<file path="src/rtl/core/pidaw_pkg.sv">
// ----------------------------------------------------------------------------
// pidaw_pkg
// Shared types, constants, microcode table and saturation helpers for the
// PID controller with back-calculation anti-windup.
// ----------------------------------------------------------------------------
package pidaw_pkg;

  localparam int DataW   = 32;
  localparam int FracW   = 16;
  localparam int ProdW   = 2 * DataW;
  localparam int SumW    = DataW + 2;
  localparam int StepW   = 3;
  localparam int RegIdxW = 3;
  localparam int AddrW   = 5;
  localparam int TsW     = 17;
  localparam int ItsW    = 31;
  localparam int LimW    = 31;

  typedef logic signed [DataW-1:0] word_t;
  typedef logic signed [ProdW-1:0] prod_t;
  typedef logic signed [SumW-1:0]  sum_t;

  // register map, one 32-bit word per register
  localparam logic [RegIdxW-1:0] REG_ENABLE    = 3'd0;
  localparam logic [RegIdxW-1:0] REG_GAIN_P    = 3'd1;
  localparam logic [RegIdxW-1:0] REG_GAIN_I    = 3'd2;
  localparam logic [RegIdxW-1:0] REG_GAIN_D    = 3'd3;
  localparam logic [RegIdxW-1:0] REG_GAIN_BACK = 3'd4;
  localparam logic [RegIdxW-1:0] REG_TS        = 3'd5;
  localparam logic [RegIdxW-1:0] REG_INV_TS    = 3'd6;
  localparam logic [RegIdxW-1:0] REG_SAT_LIMIT = 3'd7;

  localparam logic [StepW-1:0] STEP_FIRST  = 3'd0;
  localparam logic [StepW-1:0] STEP_FINISH = 3'd7;

  typedef enum logic {
    SEQ_IDLE,
    SEQ_RUN
  } seq_state_t;

  typedef enum logic [2:0] {
    MUL_NONE,
    MUL_KB_WF,
    MUL_DT_ITS,
    MUL_KI_T,
    MUL_TS_IPI,
    MUL_KP_E,
    MUL_KD_DT
  } mul_sel_t;

  typedef enum logic [3:0] {
    ALU_NOP,
    ALU_DIFF,
    ALU_ADD_E_Q,
    ALU_Q_TO_DT,
    ALU_Q_TO_IIN,
    ALU_ACC_UPD,
    ALU_SUM_INIT,
    ALU_SUM_ADD,
    ALU_FINISH
  } alu_op_t;

  typedef struct packed {
    mul_sel_t mul_sel;
    alu_op_t  alu_op;
    logic     skip_if_kd_zero;
    logic     last;
  } ucode_t;

  typedef struct packed {
    word_t             gain_p;
    word_t             gain_i;
    word_t             gain_d;
    word_t             gain_back;
    logic [TsW-1:0]    sample_period;
    logic [ItsW-1:0]   inv_sample_period;
    logic [LimW-1:0]   sat_limit;
  } cfg_t;

  typedef struct packed {
    ucode_t uc;
    logic   load;      // latch a new error sample
    logic   advance;   // current control word executes this cycle
    logic   disabled;  // request taken while disabled: give zero, keep state
  } dp_ctrl_t;

  // The program. prod_r of each step holds the product issued by the step executed before it.
  function automatic ucode_t ucode_rom(input logic [StepW-1:0] step);
    ucode_t uc;
    uc = '{mul_sel: MUL_NONE, alu_op: ALU_NOP, skip_if_kd_zero: 1'b0, last: 1'b0};
    unique case (step)
      3'd0: uc = '{MUL_KB_WF,  ALU_DIFF,     1'b0, 1'b0};
      3'd1: uc = '{MUL_DT_ITS, ALU_ADD_E_Q,  1'b0, 1'b0};
      3'd2: uc = '{MUL_KI_T,   ALU_Q_TO_DT,  1'b0, 1'b0};
      3'd3: uc = '{MUL_TS_IPI, ALU_Q_TO_IIN, 1'b0, 1'b0};
      3'd4: uc = '{MUL_KP_E,   ALU_ACC_UPD,  1'b0, 1'b0};
      3'd5: uc = '{MUL_KD_DT,  ALU_SUM_INIT, 1'b1, 1'b0};
      3'd6: uc = '{MUL_NONE,   ALU_SUM_ADD,  1'b0, 1'b0};
      3'd7: uc = '{MUL_NONE,   ALU_FINISH,   1'b0, 1'b1};
    endcase
    return uc;
  endfunction

  // saturate a wide sum to the data range
  function automatic word_t sat_sum(input sum_t x);
    logic [SumW-DataW:0] top;
    top = x[SumW-1:DataW-1];
    if ((&top) || !(|top)) return x[DataW-1:0];
    else if (x[SumW-1]) return {1'b1, {(DataW-1){1'b0}}};
    else return {1'b0, {(DataW-1){1'b1}}};
  endfunction

  // drop the fraction (floor) and saturate to the data range
  function automatic word_t sat_prod(input prod_t p);
    prod_t                sh;
    logic [ProdW-DataW:0] top;
    sh  = p >>> FracW;
    top = sh[ProdW-1:DataW-1];
    if ((&top) || !(|top)) return sh[DataW-1:0];
    else if (sh[ProdW-1]) return {1'b1, {(DataW-1){1'b0}}};
    else return {1'b0, {(DataW-1){1'b1}}};
  endfunction

endpackage

</file>
<file path="src/rtl/core/pid_antiwindup_controller.sv">
// ----------------------------------------------------------------------------
// pid_antiwindup_controller
// Discrete PID with back-calculation anti-windup, signed Q16.16.
// ----------------------------------------------------------------------------
// Usage:
//   Write gains, sample period, its reciprocal and the limit over the APB
//   port (word per register at 4*index), then set enable. Each request on
//   the in_ channel carries one error sample; each gives one request on the
//   out_ channel with the clamped drive and a clamped flag.
//   A microcode sequencer steps a single 32x32 multiplier and one adder
//   through a fixed eight-word program. An enabled sample runs the whole
//   program (the derivative step is skipped when gain_d is zero); a
//   disabled sample goes straight to the last step. The output register
//   loads as the last step ends. in_stall is high while the program runs,
//   so a new sample is taken only once the previous one has left it.
//   When out_stall holds a result, the last step waits until the output
//   register frees; a new sample is still taken while a result waits.
//   Reset clears all configuration (limit to its maximum), the controller
//   state, the sequencer and the output valid flag.
// ----------------------------------------------------------------------------
module pid_antiwindup_controller (
  input  logic                              clk,
  input  logic                              rst_n,
  input  logic                              in_valid,
  output logic                              in_stall,
  input  logic signed [pidaw_pkg::DataW-1:0] in_error_in,
  output logic                              out_valid,
  input  logic                              out_stall,
  output logic signed [pidaw_pkg::DataW-1:0] out_drive,
  output logic                              out_clamped,
  input  logic                              psel,
  input  logic                              penable,
  input  logic                              pwrite,
  input  logic [pidaw_pkg::AddrW-1:0]       paddr,
  input  logic [31:0]                       pwdata,
  output logic [31:0]                       prdata,
  output logic                              pready
);

  // configuration registers
  logic                       enable_r;
  pidaw_pkg::cfg_t            cfg_r;
  logic [pidaw_pkg::RegIdxW-1:0] reg_idx;
  logic                       cfg_wr;

  assign pready  = 1'b1;
  assign reg_idx = paddr[pidaw_pkg::AddrW-1:2];
  assign cfg_wr  = psel && penable && pwrite && pready;

  always_ff @(posedge clk) begin
    if (!rst_n) begin
      enable_r <= 1'b0;
      cfg_r    <= '{gain_p: '0, gain_i: '0, gain_d: '0, gain_back: '0,
                    sample_period: '0, inv_sample_period: '0, sat_limit: '1};
    end else if (cfg_wr) begin
      unique case (reg_idx)
        pidaw_pkg::REG_ENABLE:    enable_r                <= pwdata[0];
        pidaw_pkg::REG_GAIN_P:    cfg_r.gain_p            <= pwdata;
        pidaw_pkg::REG_GAIN_I:    cfg_r.gain_i            <= pwdata;
        pidaw_pkg::REG_GAIN_D:    cfg_r.gain_d            <= pwdata;
        pidaw_pkg::REG_GAIN_BACK: cfg_r.gain_back         <= pwdata;
        pidaw_pkg::REG_TS:        cfg_r.sample_period     <= pwdata[pidaw_pkg::TsW-1:0];
        pidaw_pkg::REG_INV_TS:    cfg_r.inv_sample_period <= pwdata[pidaw_pkg::ItsW-1:0];
        pidaw_pkg::REG_SAT_LIMIT: cfg_r.sat_limit         <= pwdata[pidaw_pkg::LimW-1:0];
      endcase
    end
  end

  always_comb begin
    prdata = '0;
    unique case (reg_idx)
      pidaw_pkg::REG_ENABLE:    prdata = {31'b0, enable_r};
      pidaw_pkg::REG_GAIN_P:    prdata = cfg_r.gain_p;
      pidaw_pkg::REG_GAIN_I:    prdata = cfg_r.gain_i;
      pidaw_pkg::REG_GAIN_D:    prdata = cfg_r.gain_d;
      pidaw_pkg::REG_GAIN_BACK: prdata = cfg_r.gain_back;
      pidaw_pkg::REG_TS:        prdata = {15'b0, cfg_r.sample_period};
      pidaw_pkg::REG_INV_TS:    prdata = {1'b0, cfg_r.inv_sample_period};
      pidaw_pkg::REG_SAT_LIMIT: prdata = {1'b0, cfg_r.sat_limit};
    endcase
  end

  // sequencer
  pidaw_pkg::seq_state_t          state_r, state_nxt;
  logic [pidaw_pkg::StepW-1:0]    step_r, step_nxt;
  logic                           dis_r, dis_nxt;
  pidaw_pkg::ucode_t              uc;
  pidaw_pkg::dp_ctrl_t            ctrl;
  logic                           in_acc;
  logic                           advance;
  logic                           finish_fire;
  logic                           kd_zero;

  pidaw_pkg::word_t               res_drive;
  logic                           res_clamped;

  logic                           out_valid_r, out_valid_nxt;
  pidaw_pkg::word_t               drive_r;
  logic                           clamped_r;

  assign uc          = pidaw_pkg::ucode_rom(step_r);
  assign in_acc      = in_valid && !in_stall;
  assign kd_zero     = (cfg_r.gain_d == '0);
  // hold the last step while the output register is still occupied
  assign advance     = (state_r == pidaw_pkg::SEQ_RUN) &&
                       !(uc.last && out_valid_r && out_stall);
  assign finish_fire = advance && uc.last;

  // next state
  always_comb begin
    state_nxt = state_r;
    step_nxt  = step_r;
    dis_nxt   = dis_r;
    unique case (state_r)
      pidaw_pkg::SEQ_IDLE: begin
        if (in_acc) begin
          state_nxt = pidaw_pkg::SEQ_RUN;
          dis_nxt   = !enable_r;
          step_nxt  = enable_r ? pidaw_pkg::STEP_FIRST : pidaw_pkg::STEP_FINISH;
        end
      end
      pidaw_pkg::SEQ_RUN: begin
        if (advance) begin
          if (uc.last) state_nxt = pidaw_pkg::SEQ_IDLE;
          else if (uc.skip_if_kd_zero && kd_zero) step_nxt = pidaw_pkg::STEP_FINISH;
          else step_nxt = step_r + 1'b1;
        end
      end
      default: state_nxt = pidaw_pkg::SEQ_IDLE;
    endcase
  end

  // outputs of the sequencer
  always_comb begin
    in_stall      = (state_r != pidaw_pkg::SEQ_IDLE);
    ctrl.uc       = uc;
    ctrl.load     = in_acc;
    ctrl.advance  = advance;
    ctrl.disabled = dis_r;
  end

  always_ff @(posedge clk) begin
    if (!rst_n) begin
      state_r <= pidaw_pkg::SEQ_IDLE;
      step_r  <= pidaw_pkg::STEP_FIRST;
      dis_r   <= 1'b0;
    end else begin
      state_r <= state_nxt;
      step_r  <= step_nxt;
      dis_r   <= dis_nxt;
    end
  end

  pidaw_datapath u_datapath (
    .clk         (clk),
    .rst_n       (rst_n),
    .cfg         (cfg_r),
    .ctrl        (ctrl),
    .error_in    (in_error_in),
    .res_drive   (res_drive),
    .res_clamped (res_clamped)
  );

  // output register
  always_comb begin
    out_valid_nxt = out_valid_r && out_stall;
    if (finish_fire) out_valid_nxt = 1'b1;
  end

  always_ff @(posedge clk) begin
    if (!rst_n) out_valid_r <= 1'b0;
    else        out_valid_r <= out_valid_nxt;
  end

  always_ff @(posedge clk) begin
    if (finish_fire) begin
      drive_r   <= res_drive;
      clamped_r <= res_clamped;
    end
  end

  assign out_valid   = out_valid_r;
  assign out_drive   = drive_r;
  assign out_clamped = clamped_r;

endmodule

</file>
<file path="src/rtl/core/pidaw_datapath.sv">
// ----------------------------------------------------------------------------
// pidaw_datapath
// Multiplier, adder and controller state, driven one control word per cycle while the sequencer advances.
// ----------------------------------------------------------------------------
module pidaw_datapath (
  input  logic                clk,
  input  logic                rst_n,
  input  pidaw_pkg::cfg_t     cfg,
  input  pidaw_pkg::dp_ctrl_t ctrl,
  input  pidaw_pkg::word_t    error_in,
  output pidaw_pkg::word_t    res_drive,
  output logic                res_clamped
);

  pidaw_pkg::word_t e_r,   e_nxt;
  pidaw_pkg::word_t t_r,   t_nxt;
  pidaw_pkg::word_t dt_r,  dt_nxt;
  pidaw_pkg::word_t iin_r, iin_nxt;
  pidaw_pkg::prod_t prod_r, prod_nxt;
  pidaw_pkg::sum_t  sum_r, sum_nxt;

  pidaw_pkg::word_t wf_r,   wf_nxt;
  pidaw_pkg::word_t acc_r,  acc_nxt;
  pidaw_pkg::word_t ipi_r,  ipi_nxt;
  pidaw_pkg::word_t prev_r, prev_nxt;

  pidaw_pkg::word_t mul_a, mul_b;
  pidaw_pkg::word_t q;
  pidaw_pkg::word_t u, us, lim_pos, lim_neg;
  logic             kd_zero;

  assign q       = pidaw_pkg::sat_prod(prod_r);
  assign kd_zero = (cfg.gain_d == '0);
  assign lim_pos = pidaw_pkg::word_t'({1'b0, cfg.sat_limit});
  assign lim_neg = -lim_pos;

  // operand select
  always_comb begin
    mul_a = '0;
    mul_b = '0;
    unique case (ctrl.uc.mul_sel)
      pidaw_pkg::MUL_NONE: begin
        mul_a = '0;
        mul_b = '0;
      end
      pidaw_pkg::MUL_KB_WF: begin
        mul_a = cfg.gain_back;
        mul_b = wf_r;
      end
      pidaw_pkg::MUL_DT_ITS: begin
        mul_a = dt_r;
        mul_b = pidaw_pkg::word_t'({1'b0, cfg.inv_sample_period});
      end
      pidaw_pkg::MUL_KI_T: begin
        mul_a = cfg.gain_i;
        mul_b = t_r;
      end
      pidaw_pkg::MUL_TS_IPI: begin
        mul_a = pidaw_pkg::word_t'({{(pidaw_pkg::DataW-pidaw_pkg::TsW){1'b0}},
                                    cfg.sample_period});
        mul_b = ipi_r;
      end
      pidaw_pkg::MUL_KP_E: begin
        mul_a = cfg.gain_p;
        mul_b = e_r;
      end
      pidaw_pkg::MUL_KD_DT: begin
        mul_a = cfg.gain_d;
        mul_b = dt_r;
      end
      default: begin
        mul_a = '0;
        mul_b = '0;
      end
    endcase
  end

  // output clamp from the accumulated sum
  always_comb begin
    u = pidaw_pkg::sat_sum(sum_r);
    if (!u[pidaw_pkg::DataW-1]) us = (u > lim_pos) ? lim_pos : u;
    else                        us = (u < lim_neg) ? lim_neg : u;
    res_drive   = ctrl.disabled ? '0 : us;
    res_clamped = ctrl.disabled ? 1'b0 : (us != u);
  end

  always_comb begin
    e_nxt    = ctrl.load ? error_in : e_r;
    t_nxt    = t_r;
    dt_nxt   = dt_r;
    iin_nxt  = iin_r;
    prod_nxt = prod_r;
    sum_nxt  = sum_r;
    wf_nxt   = wf_r;
    acc_nxt  = acc_r;
    ipi_nxt  = ipi_r;
    prev_nxt = prev_r;
    if (ctrl.advance) begin
      prod_nxt = mul_a * mul_b;
      unique case (ctrl.uc.alu_op)
        pidaw_pkg::ALU_NOP: ;
        pidaw_pkg::ALU_DIFF:
          dt_nxt = pidaw_pkg::sat_sum(pidaw_pkg::sum_t'(e_r) - pidaw_pkg::sum_t'(prev_r));
        pidaw_pkg::ALU_ADD_E_Q:
          t_nxt = pidaw_pkg::sat_sum(pidaw_pkg::sum_t'(e_r) + pidaw_pkg::sum_t'(q));
        pidaw_pkg::ALU_Q_TO_DT:  dt_nxt  = q;
        pidaw_pkg::ALU_Q_TO_IIN: iin_nxt = q;
        pidaw_pkg::ALU_ACC_UPD: begin
          acc_nxt = pidaw_pkg::sat_sum(pidaw_pkg::sum_t'(acc_r) + pidaw_pkg::sum_t'(q));
          ipi_nxt = iin_r;
        end
        pidaw_pkg::ALU_SUM_INIT:
          sum_nxt = pidaw_pkg::sum_t'(acc_r) + pidaw_pkg::sum_t'(q);
        pidaw_pkg::ALU_SUM_ADD:
          sum_nxt = sum_r + pidaw_pkg::sum_t'(q);
        pidaw_pkg::ALU_FINISH: begin
          if (!ctrl.disabled) begin
            wf_nxt = pidaw_pkg::sat_sum(pidaw_pkg::sum_t'(us) - pidaw_pkg::sum_t'(u));
            if (!kd_zero) prev_nxt = e_r;
          end
        end
        default: ;
      endcase
    end
  end

  // work registers
  always_ff @(posedge clk) begin
    e_r    <= e_nxt;
    t_r    <= t_nxt;
    dt_r   <= dt_nxt;
    iin_r  <= iin_nxt;
    prod_r <= prod_nxt;
    sum_r  <= sum_nxt;
  end

  // controller state
  always_ff @(posedge clk) begin
    if (!rst_n) begin
      wf_r   <= '0;
      acc_r  <= '0;
      ipi_r  <= '0;
      prev_r <= '0;
    end else begin
      wf_r   <= wf_nxt;
      acc_r  <= acc_nxt;
      ipi_r  <= ipi_nxt;
      prev_r <= prev_nxt;
    end
  end

endmodule

</file>
<file path="config.mk">
export PLATFORM = sky130hd
export DESIGN_NAME = pid_antiwindup_controller
export DESIGN_NICKNAME = d
export VERILOG_FILES = /design/src/rtl/core/pidaw_pkg.sv /design/src/rtl/core/pid_antiwindup_controller.sv /design/src/rtl/core/pidaw_datapath.sv
export SDC_FILE = /design/constraint.sdc
export NUM_CORES = 2
export LEC_CHECK = 0
export ABC_AREA = 1
export BUFFER_PORTS_ARGS = -buffer_cell sky130_fd_sc_hd__buf_2
export CORE_UTILIZATION = 40
export CTS_CLUSTER_DIAMETER = 50
export DETAILED_ROUTE_END_ITERATION = 6
export HOLD_SLACK_MARGIN = 0.05
export PLACE_DENSITY = 0.57
export SYNTH_ARGS = -nofsm -noshare
export SYNTH_HDL_FRONTEND = slang
export SYNTH_SLANG_ARGS = --single-unit
</file>
<file path="constraint.sdc">
create_clock -name clk -period 18.2 [get_ports clk]
set_input_delay 3.64 -clock clk [delete_from_list [all_inputs] [get_ports clk]]
set_output_delay 3.64 -clock clk [all_outputs]
set_load 0.005 [all_outputs]
</file>
; After elaboration in Yosys (flattened, before gate mapping)
; Memories as Yosys holds them, arrays and structs flattened. A register that Yosys moved wholly into a read port is not among the register bits.
; Index checks and enable logic that the tools add are counted.
[word_totals]
input_bits = 76
ramBits = 0
latch_bits = 0
n_memories = 1
register_bits = 601
output_inout_bits = 68
rom_bits = 72
word_cells = 153
[memory_table]
columns = name, words, word_bits, rd, rd_ports_with_merged_regs, write_ports, line
row1 = (no name shown), 8, 9, 1, 1, 0, pidaw_pkg.sv:91  ; unique case (step)
[op_classes]
eq_ne = 25
bitwise_logic = 3
reduce_logical = 57
shifts = 0
div = 0
addsub = 7
muxes = 33
magnitude_cmp = 2
n_mul = 1
[ops]
columns = cell, count
row1 = 2-to-1 mux 32 bit, 14
row2 = case mux 32 bit (6 select lines), 2
row3 = case mux 32 bit (8 select lines), 1
row4 = case mux 34 bit (2 select lines), 1
row5 = adder 32 x 32 -> 33 bit, 2
row6 = subtractor 32 x 32 -> 33 bit, 2
row7 = multiplier 32 x 32 -> 64 bit, 1
row8 = case mux 32 bit (2 select lines), 1
row9 = adder 34 x 32 -> 34 bit, 1
row10 = > comparator 32 bit, 1
row11 = zero test 32 bit, 1
row12 = < comparator 32 bit, 1
row13 = inequality test 32 bit, 1
row14 = negator 31 -> 32 bit, 1
row15 = 2-to-1 mux 31 bit, 1
row16 = AND reduction 2 bit, 14
row17 = == test 3 bit (second input constant), 7
row18 = 2-to-1 mux 3 bit, 7
row19 = AND reduction 3 bit, 7
row20 = AND reduction 17 bit, 1
row21 = OR reduction 17 bit, 1
row22 = == test 4 x 3 -> 1 bit (second input constant), 4
row23 = OR reduction 3 bit, 5
row24 = == test 3 x 2 -> 1 bit (second input constant), 4
row25 = 17 further kinds, 47

; Logic depth before layout (Yosys ltp)
[logic_depth]
ltp_word = 12
depth_mapped = 43

; Cells and area by module
; Synthesis repeated with hierarchy kept, for this count alone.
[unflattened]
cells_unflattened = 9666
area_unflattened_um2 = 74607.8
[by_module_without_submodules]
columns = module, instances, area_each_um2, cells_per_inst
row1 = pidaw_datapath, 1, 64583.2, 8409
row2 = pid_antiwindup_controller, 1, 10024.6, 1257

; Worst setup path before layout
; OpenSTA, ideal clock, no wires.
[synth_path]
path_kind = register to register
start = register, netlist name uc[8]
end = register u_datapath.prod_r[63], data pin
arrival_ns = 8.262
setup_slack_ns = 9.686
required_time_ns = 17.948
n_path_buf = 3
path_stages_with_launch = 34
path_cell_list = dfxtp_1 inv_2 nand3_2 inv_2 buf_2 buf_1 a221oi_1 o221ai_1 clkbuf_1 nand2_1 inv_1 fa_1 inv_1 fa_1 inv_1 fa_1 fa_1 inv_1 fa_1 inv_1 fa_1 inv_1 fa_1 inv_1 fa_1 ha_1 a21oi_1 o21ai_0 a21oi_1 o21ai_0 a2111oi_0 nand2_1 nand2_1 nand2_1
[synth_between]
elab_chain_cells = 3
elab_cells_between_ends = 9
[synth_lines]
columns = item, line
row1 = "== test 3 bit, or another cell as far along", pidaw_datapath.sv:41  ; unique case (ctrl.uc.mul_sel)
row2 = case mux 32 bit (6 select lines), pidaw_datapath.sv:41
row3 = multiplier 32 x 32 -> 64 bit (*), pidaw_datapath.sv:99  ; prod_nxt = mul_a * mul_b;
row4 = to (signal assigned), pidaw_datapath.sv:133  ; prod_r <= prod_nxt;
row5 = to (decl), pidaw_datapath.sv:19  ; pidaw_pkg::prod_t prod_r, prod_nxt;
; Every way passes the cells marked *; elsewhere a longest branch is shown, timed or not.
; A chain may end at the register's enable or synchronous reset.

; Final worst setup path
[layout_path]
start = register, netlist name uc[7]
end = register u_datapath.prod_r[63], data pin
[layout_between]
elab_chain_cells = 3
elab_cells_between_ends = 9
[layout_lines]
columns = item, line
row1 = "== test 3 bit, or another cell as far along", pidaw_datapath.sv:41
row2 = case mux 32 bit (6 select lines), pidaw_datapath.sv:41
row3 = multiplier 32 x 32 -> 64 bit (*), pidaw_datapath.sv:99
; Marks and branches as above.

==> results.toml <==
[synth]
postSynthAreaPerCell_um2 = 7.73
synth-simple-area-share_pct = 17.1
muxShareOfSynthArea_pct = 0.0134
ys.flop_type = "dfxtp_1"
synth.cell_area_um2 = 74500
syn-num-nets = 11200
synth-xor-area-share_pct = 2.26
yosys_warnings = 0
ys_seq_elements = 593
synth_cell_types = 67
synth_top_family_by_area = "adder cells"
synth-edff-count = 243
async_flop_share_pct = 0
synth_compound_area_share_pct = 12.2
syn_inst = 9645
synthAdderAreaFrac_pct = 36.0
yosysSeqAreaShare_pct = 19.2

[global_routing]
grt_max_degree = 124
gr-usage-all-layers_pct = 28.5
grt_overflow = 0
antenna_found_initial = 18
grt_pass1_wl_mm = 402
grt_pass1_vias = 64500

[power_and_ir_drop]
internal_power_mw = 3.65
seq_power_share_pct = 23.2
powerDensity_nw_per_um2 = 86.5
p_leak_nw = 41.2
vdd_drop_max_v = 0.0000688
pwr-share-clk_pct = 22.8
swShare_pct = 48.0
finalPower_mw = 7.02
comb_power_share_pct = 54.0
p_switching_mw = 3.37

[timing]
fin_setup_tns_ps = 0
period_minus_slack_ps = 11670
max_freq_mhz = 85.7
max-slew-margin-rel_pct = -3.16
slew_viol_final = 1
fin_crit_sh_pct = 64.1
hold_viol_final = 0
holdWs_ps = 461
setup_viol = 0
finalClockSkew_ps = 24.6
tightestPinTransition_ps = 1550
worst_slack_ps = 6530
rsz0062_at_grt = "no"

[die]
die_area_um2 = 188000
std_cell_rows = 158
core_area_um2 = 185000
die_x_um = 434
pin_count = 144
start_util_pct = 40.2
dieHeight_um = 434

[setup_path]
critical-path-top-delay-family = "adder cells"
critPathCapture = "u_datapath.prod_r[63]$_DFFE_PP_"
path_depth = 32
r2r_slack_ps = 6530
r2r_start = "uc[7]$_DFF_P_"
crit_type = "flop to flop"
path_buf_inv = 10
rr_worst_depth = 32
cp-start-kind = "flop"
crit_start = "uc[7]$_DFF_P_"
slowest_delay_ps = 1320
r2r_end = "u_datapath.prod_r[63]$_DFFE_PP_"
crit_slowest_cell = "a221oi_1"
crit_path_end_kind = "flop"
critPathArrivalTime_ps = 12110
path_common_cell = "fa_1"
cp_max_fo = 34
worstPathRequired_ps = 18640

[route]
drc_errors = 0
final_antenna_net_count = 0
via_count = 64900
viasPerCell = 5.35
drtPass1Iterations = 6
routed_wl_mm = 265
wl_per_cell_um = 21.9
first_iter_violations = 6344

[job]
max-cap-violations = 0

[cts]
clkSinkCount = 593
clk_pin_slew_ps = 60
clk_latency_ps = 680
post_cts_buffers = 0
cts_tree = "yes"
clockBufferDepth = 3
ctsHoldBuffers = 0
h-tree-depth = 3
cts_resized = 0
cts_buffers = 79
cts-root-buf = "clkbuf_16"

[cells_and_area]
synthToLayoutAreaGrowth_pct = 8.90
final_util_pct = 43.8
nets = 11200
postLayoutCellArea_um2 = 81200
fin_cells = 12100
drive_gt1_share_pct = 5.81

[placement]
portBuffers = 140
place_congestion = 0.986
dp.cells = 12000
pre_cts_ws_ps = 7010
dp_hpwl_mm = 209
postPlaceCellArea_um2 = 78500

[status]
outcome = "finished, violations left"
violations = "max-slew violations"

[worst_hold_path]
hold_path.class = "flop to flop"
[logic make-up (layout without fill, tap and decap cells)]
group                      Yosys count  in the layout
and+or+nand+nor                   3169           3169
buffers and inverters             2591           2599
AOI/OAI and AO/OA                 1604           1604
adders and majority gates         1494           1494
DFF                                593            593
xor gates and xnor gates           192            192
other                                1              7
muxes                                1              1
[worst reg2reg max path: cells and delay by family (launching register included)]
family	cells	cell delay, ps
adder cells (fa/ha/maj)	9	5000
AO/OA/AOI/OAI	7	2910
buffers and inverters	10	1830
AND/OR/NAND/NOR	6	900
flip-flops	1	800
[flip-flops by register name (all words and copies together), names as in the netlist]
| name | count |
|---|---|
| cfg_r | 207 |
| dis_r | 1 |
| enable_r | 1 |
| in_stall | 1 |
| out_clamped | 1 |
| out_drive | 32 |
| out_valid | 1 |
| step_r | 3 |
| u_datapath.acc_r | 32 |
| u_datapath.dt_r | 32 |
| u_datapath.e_r | 32 |
| u_datapath.iin_r | 32 |
| u_datapath.ipi_r | 32 |
| u_datapath.prev_r | 32 |
| u_datapath.prod_r | 48 |
| u_datapath.sum_r | 34 |
| u_datapath.t_r | 32 |
| u_datapath.wf_r | 32 |
| uc | 8 |
[area by class of cell]
cell class / instances / area (um2)
timing repair buffer: 278 / 1740
clock inverter: 55 / 574
clock buffer: 89 / 2080
multi-input combinational: 6461 / 51200
tap: 2480 / 3100
antenna: 6 / 15.0
sequential: 593 / 14300
fill: 18900 / 104000
inverter: 2177 / 8170
[per-layer routing]
layer  GRT usage, %  share of wire, %
met4           10.4               4.1
met5              0             0.013
met2           42.2                43
met3           5.08               9.0
met1           41.2                44
[cell usage after synthesis (67+ instances only)]
cell type / n / area share [%]
nand2_1: 2158 / 11
inv_1: 2155 / 11
fa_1: 1086 / 29
a21oi_1: 665 / 4.5
nor2_1: 590 / 3.0
o21ai_0: 544 / 3.7
ha_1: 408 / 6.8
dfxtp_1: 350 / 9.4
clkbuf_1: 345 / 1.7
edfxtp_1: 243 / 9.8
nand3_1: 194 / 1.3
xor2_1: 139 / 1.6
nand4_1: 67 / 0.56
[power groups by stage]
stage | Combinational, mW | Clock (mW) | Sequential, mW
finish | 3.79 | 1.60 | 1.63
global route | 4.16 | 1.67 | 1.63
floorplan | 2.40 | 0 | 1.62
detailed placement | 3.73 | 0 | 1.65
global placement | 3.69 | 0 | 1.65
CTS | 3.75 | 1.63 | 1.62
[placed cells by master (no fill, tap or decap), types with 23 or more instances in the layout]
master,netlist,final
nand2_1,2158,2156
inv_1,2155,2152
fa_1,1086,1086
a21oi_1,665,663
nor2_1,590,585
o21ai_0,544,544
ha_1,408,408
dfxtp_1,350,350
edfxtp_1,243,243
nand3_1,194,193
xor2_1,139,139
buf_2,42,139
buf_4,6,138
clkbuf_16,0,80
nand4_1,67,67
a221oi_1,64,64
o22ai_1,59,59
o211ai_1,55,55
nor3_1,55,53
xnor2_1,53,53
nor4_1,36,33
or2_2,29,29
o221ai_4,0,23
[how the worst min path moves through the flow]
stage,from,end,slack (ps),depth (start not counted)
floorplan,u_datapath.prev_r[10]$_SDFFE_PN0P_,u_datapath.prev_r[10]$_SDFFE_PN0P_,440,2
global placement,u_datapath.prev_r[2]$_SDFFE_PN0P_,u_datapath.prev_r[2]$_SDFFE_PN0P_,450,2
detailed placement,u_datapath.prev_r[3]$_SDFFE_PN0P_,u_datapath.prev_r[3]$_SDFFE_PN0P_,450,2
CTS,u_datapath.prev_r[2]$_SDFFE_PN0P_,u_datapath.prev_r[2]$_SDFFE_PN0P_,460,2
global route,u_datapath.prev_r[4]$_SDFFE_PN0P_,u_datapath.prev_r[4]$_SDFFE_PN0P_,480,2
finish,u_datapath.prev_r[2]$_SDFFE_PN0P_,u_datapath.prev_r[2]$_SDFFE_PN0P_,460,2
No activity file was read; power rests on OpenSTA's default activity.
